$ cat config.mk
export PLATFORM = sky130hd
export DESIGN_NAME = pcm_to_pwm_sample_formatter_core
export DESIGN_NICKNAME = d
export VERILOG_FILES = /design/src/rtl/p2pwm_pkg.sv /design/src/rtl/p2pwm_front.sv /design/src/rtl/p2pwm_queue.sv /design/src/rtl/p2pwm_back.sv /design/src/rtl/pcm_to_pwm_sample_formatter_core.sv
export SDC_FILE = /design/constraint.sdc
export NUM_CORES = 1
export LEC_CHECK = 0
export ABC_CLOCK_PERIOD_IN_PS = 9000
export BUFFER_PORTS_ARGS = -buffer_cell sky130_fd_sc_hd__buf_4
export CAP_MARGIN = 20
export CORE_MARGIN = 3
export CORE_UTILIZATION = 64
export DETAILED_ROUTE_END_ITERATION = 7
export PLACE_DENSITY = 0.86
export SLEW_MARGIN = 0
export SYNTH_ARGS = -nofsm -noshare
export SYNTH_HDL_FRONTEND = slang
export SYNTH_SLANG_ARGS = --single-unit
export TNS_END_PERCENT = 30
$ cat constraint.sdc
create_clock -name clk -period 9 [get_ports clk]
set_input_delay 0.9 -clock clk [delete_from_list [all_inputs] [get_ports clk]]
set_output_delay 0.9 -clock clk [all_outputs]
set_load 0.1 [all_outputs]
$ cat src/rtl/p2pwm_pkg.sv
// ----------------------------------------------------------------------------
// p2pwm_pkg
// shared widths, register indexes and types of the pcm to pwm formatter
// ----------------------------------------------------------------------------
package p2pwm_pkg;

    localparam int RANGE_SEARCH_TOP_DEF = 16;

    localparam int BYTE_W      = 8;
    localparam int SAMPLE_W    = 16;
    localparam int DUTY_W      = 14;
    localparam int RANGE_W     = 16;
    localparam int CFG_INDEX_W = 2;
    localparam int CFG_DATA_W  = 16;

    localparam logic [CFG_INDEX_W-1:0] REG_SAMPLE_WIDTH = 2'd0;
    localparam logic [CFG_INDEX_W-1:0] REG_STEREO       = 2'd1;
    localparam logic [CFG_INDEX_W-1:0] REG_PWM_RANGE    = 2'd2;

    localparam logic [SAMPLE_W-1:0] SIGN_FLIP       = 16'h8000;
    localparam logic [RANGE_W-1:0]  RESET_PWM_RANGE = 16'd1024;

    // power of two so the pointers wrap on their own
    localparam int QUEUE_DEPTH = 2;
    localparam int QUEUE_PTR_W = $clog2(QUEUE_DEPTH);
    localparam int QUEUE_CNT_W = $clog2(QUEUE_DEPTH + 1);

    typedef struct packed {
        logic wide;
        logic stereo;
    } mode_t;

    typedef struct packed {
        logic [SAMPLE_W-1:0] value;
        logic                wide;
        logic                stereo;
        logic                emit;
    } sample_item_t;

endpackage

$ cat src/rtl/p2pwm_front.sv
// ----------------------------------------------------------------------------
// p2pwm_front
// byte assembler: tracks frame phase, joins 16-bit samples, tags each sample
// ----------------------------------------------------------------------------
module p2pwm_front
(
    input  logic                              clk,
    input  logic                              rst_n,
    input  p2pwm_pkg::mode_t                  mode,
    input  logic                              in_valid,
    output logic                              in_stall,
    input  logic [p2pwm_pkg::BYTE_W-1:0]      data_byte,
    input  logic                              end_of_data,
    input  logic                              queue_full,
    output logic                              push,
    output p2pwm_pkg::sample_item_t           item
);

    logic [1:0]                         phase_reg;
    logic [1:0]                         phase_next;
    logic [p2pwm_pkg::BYTE_W-1:0]       low_hold_reg;
    logic [p2pwm_pkg::BYTE_W-1:0]       low_hold_next;
    logic [2:0]                         frame_len;
    logic [1:0]                         phase_eff;
    logic [2:0]                         phase_inc;
    logic                               is_low;
    logic                               accept;

    assign in_stall = queue_full;
    assign accept   = in_valid && !queue_full;

    always_comb
    begin
        case ({mode.wide, mode.stereo})
            2'b00:   frame_len = 3'd1;
            2'b01:   frame_len = 3'd2;
            2'b10:   frame_len = 3'd2;
            default: frame_len = 3'd4;
        endcase

        phase_eff = ({1'b0, phase_reg} >= frame_len) ? 2'd0 : phase_reg;
        is_low    = mode.wide && !phase_eff[0];
        phase_inc = {1'b0, phase_eff} + 3'd1;

        item.wide   = mode.wide;
        item.stereo = mode.stereo;
        item.emit   = (phase_inc == frame_len);
        if (mode.wide)
            item.value = {data_byte, low_hold_reg} + p2pwm_pkg::SIGN_FLIP;
        else
            item.value = {{(p2pwm_pkg::SAMPLE_W - p2pwm_pkg::BYTE_W){1'b0}}, data_byte};

        push = accept && !is_low;

        phase_next    = phase_reg;
        low_hold_next = low_hold_reg;
        if (accept)
        begin
            if (is_low)
                low_hold_next = data_byte;
            if (phase_inc >= frame_len || end_of_data)
                phase_next = 2'd0;
            else
                phase_next = phase_inc[1:0];
        end
    end

    always_ff @(posedge clk or negedge rst_n)
    begin
        if (!rst_n)
        begin
            phase_reg    <= 2'd0;
            low_hold_reg <= '0;
        end
        else
        begin
            phase_reg    <= phase_next;
            low_hold_reg <= low_hold_next;
        end
    end

endmodule

$ cat src/rtl/p2pwm_queue.sv
// ----------------------------------------------------------------------------
// p2pwm_queue
// short sample queue decoupling the byte assembler from the scaler
// ----------------------------------------------------------------------------
module p2pwm_queue
(
    input  logic                              clk,
    input  logic                              rst_n,
    input  logic                              push,
    input  p2pwm_pkg::sample_item_t           push_item,
    input  logic                              pop,
    output p2pwm_pkg::sample_item_t           head_item,
    output logic                              empty,
    output logic                              full
);

    p2pwm_pkg::sample_item_t                  mem [p2pwm_pkg::QUEUE_DEPTH];
    logic [p2pwm_pkg::QUEUE_PTR_W-1:0]        wr_ptr_reg;
    logic [p2pwm_pkg::QUEUE_PTR_W-1:0]        rd_ptr_reg;
    logic [p2pwm_pkg::QUEUE_CNT_W-1:0]        count_reg;
    logic [p2pwm_pkg::QUEUE_CNT_W-1:0]        count_next;

    assign empty     = (count_reg == '0);
    assign full      = (count_reg == p2pwm_pkg::QUEUE_CNT_W'(p2pwm_pkg::QUEUE_DEPTH));
    assign head_item = mem[rd_ptr_reg];

    always_comb
    begin
        count_next = count_reg;
        if (push && !pop)
            count_next = count_reg + 1'b1;
        else if (pop && !push)
            count_next = count_reg - 1'b1;
    end

    always_ff @(posedge clk)
    begin
        if (push)
            mem[wr_ptr_reg] <= push_item;
    end

    always_ff @(posedge clk or negedge rst_n)
    begin
        if (!rst_n)
        begin
            wr_ptr_reg <= '0;
            rd_ptr_reg <= '0;
            count_reg  <= '0;
        end
        else
        begin
            if (push)
                wr_ptr_reg <= wr_ptr_reg + 1'b1;
            if (pop)
                rd_ptr_reg <= rd_ptr_reg + 1'b1;
            count_reg <= count_next;
        end
    end

endmodule

$ cat src/rtl/p2pwm_back.sv
// ----------------------------------------------------------------------------
// p2pwm_back
// scaler: range bit encode, shift to duty width, left hold and output register
// ----------------------------------------------------------------------------
module p2pwm_back
#(
    parameter int RANGE_SEARCH_TOP = p2pwm_pkg::RANGE_SEARCH_TOP_DEF
)
(
    input  logic                              clk,
    input  logic                              rst_n,
    input  logic [p2pwm_pkg::RANGE_W-1:0]     pwm_range,
    input  p2pwm_pkg::sample_item_t           head_item,
    input  logic                              queue_empty,
    output logic                              pop,
    output logic                              out_valid,
    input  logic                              out_stall,
    output logic [p2pwm_pkg::DUTY_W-1:0]      left_duty,
    output logic [p2pwm_pkg::DUTY_W-1:0]      right_duty
);

    localparam int RB_W = $clog2(RANGE_SEARCH_TOP - 1);

    logic [RB_W-1:0]                    rb;
    logic [4:0]                         rb5;
    logic [p2pwm_pkg::SAMPLE_W-1:0]     shifted;
    logic [p2pwm_pkg::SAMPLE_W-1:0]     narrow_ext;
    logic [p2pwm_pkg::DUTY_W-1:0]       scaled;
    logic [p2pwm_pkg::DUTY_W-1:0]       left_hold_reg;
    logic [p2pwm_pkg::DUTY_W-1:0]       left_duty_reg;
    logic [p2pwm_pkg::DUTY_W-1:0]       right_duty_reg;
    logic                               out_valid_reg;
    logic                               slot_free;

    // smallest c with range below 2^c gives c-1
    always_comb
    begin
        rb = '0;
        for (int c = RANGE_SEARCH_TOP - 1; c >= 2; c--)
        begin
            if ({16'd0, pwm_range} < (32'd1 << c))
                rb = RB_W'(c - 1);
        end
    end

    assign rb5        = 5'(rb);
    assign narrow_ext = {{(p2pwm_pkg::SAMPLE_W - p2pwm_pkg::BYTE_W){1'b0}},
                         head_item.value[p2pwm_pkg::BYTE_W-1:0]};

    always_comb
    begin
        if (head_item.wide)
            shifted = head_item.value >> (5'd16 - rb5);
        else if (rb5 <= 5'd8)
            shifted = narrow_ext >> (5'd8 - rb5);
        else
            shifted = narrow_ext << (rb5 - 5'd8);
        scaled = shifted[p2pwm_pkg::DUTY_W-1:0];
    end

    assign slot_free = !out_valid_reg || !out_stall;
    assign pop       = !queue_empty && (!head_item.emit || slot_free);

    always_ff @(posedge clk or negedge rst_n)
    begin
        if (!rst_n)
        begin
            out_valid_reg <= 1'b0;
            left_hold_reg <= '0;
        end
        else
        begin
            if (pop && head_item.emit)
                out_valid_reg <= 1'b1;
            else if (!out_stall)
                out_valid_reg <= 1'b0;
            if (pop && !head_item.emit)
                left_hold_reg <= scaled;
        end
    end

    always_ff @(posedge clk)
    begin
        if (pop && head_item.emit)
        begin
            left_duty_reg  <= head_item.stereo ? left_hold_reg : scaled;
            right_duty_reg <= scaled;
        end
    end

    assign out_valid  = out_valid_reg;
    assign left_duty  = left_duty_reg;
    assign right_duty = right_duty_reg;

endmodule

$ cat src/rtl/pcm_to_pwm_sample_formatter_core.sv
// ----------------------------------------------------------------------------
// pcm_to_pwm_sample_formatter_core
// pcm byte stream in, one left/right pwm duty pair per complete frame out
// ----------------------------------------------------------------------------
// input channel: in_valid/in_stall with data_byte and end_of_data, one byte
//   per accepted word; end_of_data drops any partial frame after that byte
// output channel: out_valid/out_stall with left_duty and right_duty
// config channel: cfg_valid/cfg_ready, cfg_index selects sample width,
//   stereo mode or pwm range; cfg_ready is always high, write only when idle
// throughput: one byte per cycle sustained while out_stall is low, one result
//   per 1, 2 or 4 bytes depending on mode; the two-entry sample queue sets
//   the stall point; the byte that completes a frame is pushed into that queue
//   and its result enters the output register when it is popped
// out_stall holds the output register; the queue keeps absorbing samples
//   and in_stall rises only when both queue entries are occupied
// reset: frame phase and held bytes clear, queue empties, out_valid drops,
//   registers return to 16-bit stereo with range 1024
// ----------------------------------------------------------------------------
module pcm_to_pwm_sample_formatter_core
#(
    parameter int RANGE_SEARCH_TOP = p2pwm_pkg::RANGE_SEARCH_TOP_DEF
)
(
    input  logic                                 clk,
    input  logic                                 rst_n,
    input  logic                                 in_valid,
    output logic                                 in_stall,
    input  logic [p2pwm_pkg::BYTE_W-1:0]         data_byte,
    input  logic                                 end_of_data,
    output logic                                 out_valid,
    input  logic                                 out_stall,
    output logic [p2pwm_pkg::DUTY_W-1:0]         left_duty,
    output logic [p2pwm_pkg::DUTY_W-1:0]         right_duty,
    input  logic                                 cfg_valid,
    output logic                                 cfg_ready,
    input  logic [p2pwm_pkg::CFG_INDEX_W-1:0]    cfg_index,
    input  logic [p2pwm_pkg::CFG_DATA_W-1:0]     cfg_data
);

    logic                               sample_width_reg;
    logic                               stereo_reg;
    logic [p2pwm_pkg::RANGE_W-1:0]      pwm_range_reg;
    p2pwm_pkg::mode_t                   mode;
    p2pwm_pkg::sample_item_t            push_item;
    p2pwm_pkg::sample_item_t            head_item;
    logic                               push;
    logic                               pop;
    logic                               queue_empty;
    logic                               queue_full;
    logic                               cfg_write;

    assign cfg_ready   = 1'b1;
    assign cfg_write   = cfg_valid && cfg_ready;
    assign mode.wide   = sample_width_reg;
    assign mode.stereo = stereo_reg;

    always_ff @(posedge clk or negedge rst_n)
    begin
        if (!rst_n)
        begin
            sample_width_reg <= 1'b1;
            stereo_reg       <= 1'b1;
            pwm_range_reg    <= p2pwm_pkg::RESET_PWM_RANGE;
        end
        else if (cfg_write)
        begin
            case (cfg_index)
                p2pwm_pkg::REG_SAMPLE_WIDTH: sample_width_reg <= cfg_data[0];
                p2pwm_pkg::REG_STEREO:       stereo_reg       <= cfg_data[0];
                p2pwm_pkg::REG_PWM_RANGE:    pwm_range_reg    <= cfg_data;
                default:                     ;
            endcase
        end
    end

    p2pwm_front u_front
    (
        .clk         (clk),
        .rst_n       (rst_n),
        .mode        (mode),
        .in_valid    (in_valid),
        .in_stall    (in_stall),
        .data_byte   (data_byte),
        .end_of_data (end_of_data),
        .queue_full  (queue_full),
        .push        (push),
        .item        (push_item)
    );

    p2pwm_queue u_queue
    (
        .clk       (clk),
        .rst_n     (rst_n),
        .push      (push),
        .push_item (push_item),
        .pop       (pop),
        .head_item (head_item),
        .empty     (queue_empty),
        .full      (queue_full)
    );

    p2pwm_back
    #(
        .RANGE_SEARCH_TOP (RANGE_SEARCH_TOP)
    )
    u_back
    (
        .clk         (clk),
        .rst_n       (rst_n),
        .pwm_range   (pwm_range_reg),
        .head_item   (head_item),
        .queue_empty (queue_empty),
        .pop         (pop),
        .out_valid   (out_valid),
        .out_stall   (out_stall),
        .left_duty   (left_duty),
        .right_duty  (right_duty)
    );

endmodule

======== Word level (Yosys, flattened, before mapping) ========
Memories as Yosys holds them, arrays and structs flattened.
Cells that the tools add are included.
storage, ports and cells
  bits in registers ....................... 75
  memories kept ........................... 1
  memory bits (writable) .................. 38
  bits of input ports ..................... 32
  word-level logic and storage cells ...... 105
  output and inout bits ................... 31
cells by class
  reductions and logical operators ........ 29
  add/subtract/negate cells ............... 9
  muxes and demuxes ....................... 27
  shift operators ......................... 3
  eq/ne operators ......................... 7
  $lt $le $gt $ge ......................... 17
memories
  memory       words  bits a word  read ports  clocked after memory_dff  wr ports  line               RTL
  u_queue.mem  2      19           1           0                         1         p2pwm_queue.sv:17  p2pwm_pkg::sample_item_t mem [p2pwm_pkg::QUEUE_DEPTH];
operators with widths
  cell                                                           count
  two-way mux 4 bit                                              14
  two-way mux 14 bit                                             3
  adder 16 bit (second input constant)                           1
  less-than comparator 16 x 10 -> 1 bit (second input constant)  1
  less-than comparator 16 x 11 -> 1 bit (second input constant)  1
  less-than comparator 16 x 12 -> 1 bit (second input constant)  1
  less-than comparator 16 x 13 -> 1 bit (second input constant)  1
  less-than comparator 16 x 14 -> 1 bit (second input constant)  1
  less-than comparator 16 x 15 -> 1 bit (second input constant)  1
  less-than comparator 16 bit (second input constant)            1
  less-than comparator 16 x 3 -> 1 bit (second input constant)   1
  less-than comparator 16 x 4 -> 1 bit (second input constant)   1
  less-than comparator 16 x 5 -> 1 bit (second input constant)   1
  less-than comparator 16 x 6 -> 1 bit (second input constant)   1
  less-than comparator 16 x 7 -> 1 bit (second input constant)   1
  less-than comparator 16 x 8 -> 1 bit (second input constant)   1
  less-than comparator 16 x 9 -> 1 bit (second input constant)   1
  two-way mux 16 bit                                             1
  >> shifter 16 x 5 -> 14 bit                                    1
  left shift 8 x 5 -> 14 bit                                     1
  >> shifter 8 x 5 -> 14 bit                                     1
  logical NOT 1 bit                                              9
  logical AND 1 bit                                              8
  two-way mux 2 bit                                              4
  other kinds (21)                                               35

======== Logic depth before layout (Yosys ltp) ========
Gate-level depths: netlist of run 1.
  depth after elaboration ................. 20
  mapped depth ............................ 17
  depth with buffers taken out ............ 13

======== Modules after synthesis ========
Synthesis of run 1 repeated with hierarchy kept, for this count alone.
unflattened totals
  cell total of the unflattened synthesis .. 544
  area, all modules ....................... 6551.3 µm²
modules (own cells, without submodules)
  module                            cells each  times used  sequential area each (µm²)  area each (µm²)
  p2pwm_back                        357         1           1216.2                      3417.0
  p2pwm_queue                       75          1           1241.2                      1636.6
  pcm_to_pwm_sample_formatter_core  42          1           454.2                       752.0
  p2pwm_front                       70          1           250.2                       745.7

======== Worst setup path after synthesis of run 1 ========
OpenSTA, ideal clock, no wires.
  kind .................................... reg2reg
  start ................................... register pwm_range_reg[15] (netlist bit)
  end ..................................... register u_back.left_duty_reg (netlist bit u_back.left_duty[3]), data pin
  setup slack ............................. 4976 ps
  data arrival time ....................... 3764 ps
  clock period less this slack ............ 4024 ps
  path buffers ............................ 3
  data required time ...................... 8740 ps
  setup time .............................. 260 ps
  stages on the path, launching flop included .. 16
  path through ............................ dfrtp_1 -> nor4_4 -> nand3_1 -> o31ai_2 -> clkbuf_1 -> ha_1 -> clkbuf_1 -> nor2b_1 -> a21o_1 -> or3_1 -> buf_2 -> a211oi_1 -> a21oi_1 -> o21ai_1 -> o211ai_1 -> mux2_2
between the ends
  word-level cells in the longest chain between the ends .. 20
  elaborated cells between the ends (all ways) .. 38
  classes of those cells .................. add/sub (3); order compare (15); shift (3); mux (17)
RTL lines
  item                                                                      line                                    RTL
  from (decl)                                                               pcm_to_pwm_sample_formatter_core.sv:42  logic [p2pwm_pkg::RANGE_W-1:0] pwm_range_reg;
  from (signal assigned)                                                    pcm_to_pwm_sample_formatter_core.sv:63  pwm_range_reg <= p2pwm_pkg::RESET_PWM_RANGE;
  from (signal assigned)                                                    pcm_to_pwm_sample_formatter_core.sv:70  p2pwm_pkg::REG_PWM_RANGE: pwm_range_reg <= cfg_data;
  less-than comparator 16 bit                                               p2pwm_back.sv:41                        if ({16'd0, pwm_range} < (32'd1 << c))
  two-way mux 4 bit (13 in series)                                          p2pwm_back.sv:41
  two-way mux 4 bit *                                                       p2pwm_back.sv:41
  subtractor 4 x 4 -> 5 bit, on equally long branches                       p2pwm_back.sv:57, p2pwm_back.sv:55
  left shift 8 x 5 -> 14 bit or >> shifter 8 x 5 -> 14 bit (tied branches)  p2pwm_back.sv:57, p2pwm_back.sv:55
  two-way mux 14 bit                                                        p2pwm_back.sv:54                        else if (rb5 <= 5'd8)
  two-way mux 14 bit *                                                      p2pwm_back.sv:52                        if (head_item.wide)
  named net u_back.shifted (one bit)                                        p2pwm_back.sv:26                        logic [p2pwm_pkg::SAMPLE_W-1:0] shifted;
  two-way mux 14 bit *                                                      p2pwm_back.sv:86                        left_duty_reg <= head_item.stereo ? left_hold_reg : scaled;
  to (signal assigned)                                                      p2pwm_back.sv:86
  to (decl)                                                                 p2pwm_back.sv:30                        logic [p2pwm_pkg::DUTY_W-1:0] left_duty_reg;
The timed path passes the listed nets; every way through them passes the cells marked *.
A chain may end at the register's enable or synchronous reset.

======== Final worst setup path of run 1 ========
  start ................................... register pwm_range_reg[15] (netlist bit)
  end ..................................... register u_back.left_duty_reg (netlist bit u_back.left_duty[5]), data pin
Same word-level chain as after synthesis.

==> results of run 1 <==
-- final cells by class --
cell class	count	area share, %
Tap cell	108	2.02
Timing Repair Buffer	67	7.51
Inverter	22	1.23
Multi-Input combinational cell	349	40.0
Clock inverter	6	0.822
Clock buffer	10	1.91
Sequential cell	111	46.5
-- layout by cell type (no fill, tap or decap), types with 3 or more instances in the layout --
cell type and instances:
o21ai_0 14, a211oi_1 8, nand2_1 38, o21a_1 4, clkbuf_8 9, dfstp_2 3, a31oi_1 5, buf_4 67
nor2b_1 9, nor3b_1 4, mux2_4 3, o31ai_1 3, and2_1 10, xor2_1 3, dfrtp_1 42, nand3_1 12
o221ai_1 3, nor2_1 31, nand2b_1 6, mux2i_1 30, edfxtp_1 66, nor3_1 7, mux2_2 52, or3_1 6
inv_1 21, ha_1 10, a21oi_1 32, o22ai_1 10, mux4_2 7, or4_1 3
-- metrics by stage --
stage / area [sq um] / hold slack, ns / util, %
after CTS: 6690 / 0.498 / 75.3
after global routing: 6690 / 0.521 / 75.3
final: 6690 / 0.502 / 75.3
after floorplan: 5990 / 0.455 / -
after global placement: 6510 / 0.468 / 73.2
after detailed placement: 6510 / 0.480 / 73.2
-- path summary, 6_finish.rpt --
check | start | to | slack [ns] | depth (start not counted)
hold reg to reg | u_queue.wr_ptr_reg$_DFFE_PN0P_ | u_queue.wr_ptr_reg$_DFFE_PN0P_ | 0.50 | 1
min in group asynchronous | rst_n | u_front.phase_reg[0]$_DFFE_PN0P_ | 0.52 | 1
setup / recovery | pwm_range_reg[15]$_DFFE_PN0P_ | u_back.left_duty[5]$_DFFE_PP_ | 3.88 | 10
setup reg to reg | pwm_range_reg[15]$_DFFE_PN0P_ | u_back.left_duty[5]$_DFFE_PP_ | 3.88 | 10
max in group asynchronous | rst_n | u_back.left_hold_reg[11]$_DFFE_PN0P_ | 8.07 | 1
hold / removal | u_queue.wr_ptr_reg$_DFFE_PN0P_ | u_queue.wr_ptr_reg$_DFFE_PN0P_ | 0.50 | 1
-- kinds of logic after synthesis --
family | share of synthesized area (%)
simple gates | 12.3
flops | 52.0
compound gates | 11.1
mux | 18.3
buf+inv | 3.41
fa+ha+maj | 2.09
xor+xnor | 0.731
other cells | 0.0626
-- routing by layer --
layer | wire length (um) | track usage [%]
met2 | 6440 | 42.7
met1 | 5370 | 33.6
met3 | 780 | 3.99
met4 | 372 | 9.96
met5 | 0 | 0
==> impl_metrics.yaml, run 1 <==
yosys:
  synth_warnings: 0
  ys_types: 63
  yosys.area.top_type: "edfxtp_1"
  ys_top_cells_by_count: "edfxtp_1 (66), mux2_2 (52), dfrtp_1 (42)"
  ys_seq_elements: 111
  ys_seq_area_share_pct: 52.0
  async_reset_ff_share_pct: 40.5
  synthTopCellsByArea: "edfxtp_1 (33%), dfrtp_1 (18%), mux2_2 (9.8%)"
  syn-num-nets: 547
  synth_enable_flop_cells: 66
  yosysTopAreaCellShare_pct: 33.1
  syn_avg_cell_area_sq_um: 11.9
  synth_area_sq_um: 5990
  post_synth_inst_count: 505
  synth-main-ff-cell: "edfxtp_1"
  synth_most_common_cell: "edfxtp_1"
sta:
  worstMarginPinSlew_ns: 0.918
  setup_viol: 0
  max_freq_mhz: 195
  finalHoldViolCount: 0
  maxSlewHeadroom_pct: 38.8
  final.period_utilization_pct: 56.9
  rsz0062_at_grt: "no"
  tns_ns: 0
  period_minus_slack_ns: 5.12
  slew_violations: 0
  worst_slack_ns: 3.88
  skew_ns: 0.0164
routing:
  drc: 0
  drtPass1Iterations: 5
  drt-total-wl_um: 13000
  num_vias: 4237
  wire_per_inst_um: 19.3
  ant_nets: 0
  viasPerCell: 6.30
  drt_iter0_markers: 280
place:
  placed_cells: 657
  io_buffers: 60
  place_congestion: 0.957
  hpwl_um: 9350
  pre_cts_ws_ns: 4.01
worst_setup_path:
  crit_path_max_fanout: 29
  crit_chain: "or4_1 -> o211ai_4 -> inv_2 -> ha_1 -> mux4_2 -> mux2i_1 -> nor3_1 -> o31ai_1 -> nand3_1 -> mux2_2"
  cpMaxStageDelayCell: "ha_1"
  arrival_ns: 5.25
  crit_family: "multiplexers"
  start_kind: "register"
  path_buf_inv: 1
  cp.required_ns: 9.13
  slowest_delay_ns: 1.01
  crit_path_end_kind: "register"
  critPathKind: "register to register"
clock_tree:
  cts_tree: "yes"
  hold_buffers: 0
  cts_made_buffers: 9
  cts.path.max_buffers: 2
  numClockSinks: 111
  h-tree-depth: 3
  clk_latency_ns: 0.38
  postCtsSetupBuffers: 0
  clk_pin_slew_worst_paths_ns: 0.11
  cts.repair.resized: 0
  cts_root_buf: "clkbuf_8"
floorplanning:
  dieArea_sq_um: 10600
  ios: 63
  start_util_pct: 67.4
  die_w_um: 103
  die_h_um: 103
  core_area_sq_um: 8890
  rows: 34
outcome:
  outcome: "finished clean"
job:
  drv_cap: 0
global_route:
  grt_pass1_vias: 4194
  grt_pass1_wl_um: 20700
  grt_antenna_before_repair: 0
  grt_util_all_layers_pct: 25.5
  gr-total-overflow: 0
  grt_max_degree: 46
final_layout:
  n_antenna_cell: 0
  drive_above_1_share_pct: 28.8
  multi_input_area_sq_um: 2680
  regMostFlops: "u_queue.mem"
  nets: 602
  instances_no_fill: 673
  regArea_sq_um: 3110
  fillers: 591
  area_growth_pct: 11.8
  largest_register_ffs: 38
hold_path:
  hold_class: "register to register"
Power of run 1 is left out: the tool's default activity adds up to more than one toggle a clock period on the data nets, which glitch-free logic cannot reach.
==> inputs of run 2 (changes only) <==
--- a/config.mk
+++ b/config.mk
@@ -5,13 +5,13 @@
 export SDC_FILE = /design/constraint.sdc
 export NUM_CORES = 1
 export LEC_CHECK = 0
-export ABC_CLOCK_PERIOD_IN_PS = 9000
+export ABC_CLOCK_PERIOD_IN_PS = 5200
 export BUFFER_PORTS_ARGS = -buffer_cell sky130_fd_sc_hd__buf_4
 export CAP_MARGIN = 20
 export CORE_MARGIN = 3
-export CORE_UTILIZATION = 64
+export CORE_UTILIZATION = 59
 export DETAILED_ROUTE_END_ITERATION = 7
-export PLACE_DENSITY = 0.86
+export PLACE_DENSITY = 0.8
 export SLEW_MARGIN = 0
 export SYNTH_ARGS = -nofsm -noshare
 export SYNTH_HDL_FRONTEND = slang
==> constraint.sdc (replaced) <==
create_clock -name clk -period 5.2 [get_ports clk]
set_input_delay 0.52 -clock clk [delete_from_list [all_inputs] [get_ports clk]]
set_output_delay 0.52 -clock clk [all_outputs]
set_load 0.1 [all_outputs]
==> impl_metrics.yaml, run 2 (same netlist as run 1, synthesis figures left out) <==
outcome:
  outcome: "finished clean"
clock_tree:
  clk_pin_slew_worst_paths_ns: 0.10
  numClockSinks: 111
  clk_latency_ns: 0.39
  cts_made_buffers: 9
  cts_tree: "yes"
  cts_root_buf: "clkbuf_8"
  cts.path.max_buffers: 2
  h-tree-depth: 3
  hold_buffers: 0
  cts.repair.resized: 0
  postCtsSetupBuffers: 0
final_layout:
  drive_above_1_share_pct: 29.8
  nets: 610
  largest_register_ffs: 38
  regMostFlops: "u_queue.mem"
  final_cell_mix: "buf_4 (75), edfxtp_1 (66), mux2_2 (52), dfrtp_1 (42), nand2_1 (38)"
  area_growth_pct: 13.9
  n_antenna_cell: 0
  final_common_cell: "buf_4"
sta:
  maxSlewHeadroom_pct: 40.1
  rsz0062_at_grt: "no"
  hold_ws_ns: 0.130
  skew_ns: 0.0180
  finalHoldViolCount: 0
  final.period_utilization_pct: 81.5
  period_minus_slack_ns: 4.24
  max_freq_mhz: 236
  setup_viol: 0
  worst_slack_ns: 0.964
  worstMarginPinSlew_ns: 0.899
  tns_ns: 0
  slew_violations: 0
routing:
  num_vias: 4124
  wire_per_inst_um: 18.3
  drc: 0
  drt_iter0_markers: 222
  viasPerCell: 5.84
  drt-total-wl_um: 12900
  ant_nets: 0
  drtPass1Iterations: 5
worst_setup_path:
  critPathKind: "register to register"
  crit_path_max_fanout: 13
  rr_worst_depth: 13
  rr_startpoint: "pwm_range_reg[15]$_DFFE_PN0P_"
  cp.required_ns: 5.35
  crit_path_end_kind: "register"
  rrSetupSlack_ns: 0.96
  rr_endpoint: "u_back.left_duty[3]$_DFFE_PP_"
  start_kind: "register"
  arrival_ns: 4.38
place:
  hpwl_um: 9680
  io_buffers: 60
  pre_cts_ws_ns: 1.03
  place_congestion: 0.888
floorplanning:
  start_util_pct: 61.0
  rows: 36
  ios: 63
  core_area_sq_um: 9820
  dieArea_sq_um: 11400
  die_w_um: 107
  die_h_um: 107
global_route:
  grt_util_all_layers_pct: 24.0
  grt_antenna_before_repair: 0
  gr-total-overflow: 0
  grt_max_degree: 46
  grt_pass1_wl_um: 21000
  grt_pass1_vias: 4129
job:
  drv_cap: 0
hold_path:
  hold_class: "input port to asynchronous set/reset pin"
-- run 2: changes by cell type in the layout (fill, tap and decap cells not counted) --
cell / previous run / this run
inv_8: 2 / 0
clkinv_4: 1 / 0
clkbuf_1: 1 / 0
clkinv_1: 0 / 1
buf_4: 67 / 75
clkinv_2: 0 / 1
inv_6: 1 / 2
clkinvlp_4: 2 / 1
bufinv_16: 0 / 2
-- run 2: per-stage QoR --
step           instance area, sq um  utilization (%)  std cells
3_5_place_dp                   6600             67.2        690
5_1_grt                        6820             69.5        706
3_3_place_gp                   6600             67.2        690
6_report                       6820             69.5        706
2_1_floorplan                  5990                -        505
4_1_cts                        6820             69.5        706
-- run 2: routing by layer --
metal / wire length [um] / vias to the layer above / track usage, %
met5: 0 / - / 0
met4: 254 / 0 / 8.58
met3: 576 / 23 / 4.33
met2: 6500 / 96 / 40.7
met1: 5570 / 1998 / 30.9
li1: - / 2007 / -
-- run 2: final cells by class --
type	count	area, sq um
tap	133	166
inverter	22	82.6
multi-input combinational	349	2680
timing repair buffer	75	563
clock inverter	7	93.8
sequential	111	3110
clock buffer	9	124
fill	720	3000
-- run 2: worst max-delay path by stage --
| stage | from | to | slack, ns | depth (start not counted) |
|---|---|---|---|---|
| 2_1_floorplan | pwm_range_reg[15]$_DFFE_PN0P_ | u_back.left_duty[3]$_DFFE_PP_ | 1.18 | 15 |
| 3_3_place_gp | pwm_range_reg[15]$_DFFE_PN0P_ | u_back.left_duty[3]$_DFFE_PP_ | 1.12 | 13 |
| 3_5_place_dp | pwm_range_reg[15]$_DFFE_PN0P_ | u_back.left_duty[3]$_DFFE_PP_ | 1.03 | 13 |
| 4_1_cts | pwm_range_reg[15]$_DFFE_PN0P_ | u_back.left_duty[3]$_DFFE_PP_ | 1.01 | 13 |
| 5_1_grt | pwm_range_reg[15]$_DFFE_PN0P_ | u_back.left_duty[3]$_DFFE_PP_ | 0.65 | 13 |
| 6_report | pwm_range_reg[15]$_DFFE_PN0P_ | u_back.left_duty[3]$_DFFE_PP_ | 0.96 | 13 |
-- run 2: worst max-delay path, cell delays in order (launching register included) --
cell      delay [ns]
dfrtp_1         0.54
nor4_4          0.56
nand2_1         0.27
o221ai_1        0.27
o31ai_2         0.12
ha_1            0.33
nor2b_1         0.20
and3_1          0.22
or3_1           0.49
a211oi_1        0.24
a21oi_1         0.06
o21ai_1         0.17
o211ai_1        0.20
mux2_2          0.32
Power of run 2 is left out for the same reason.
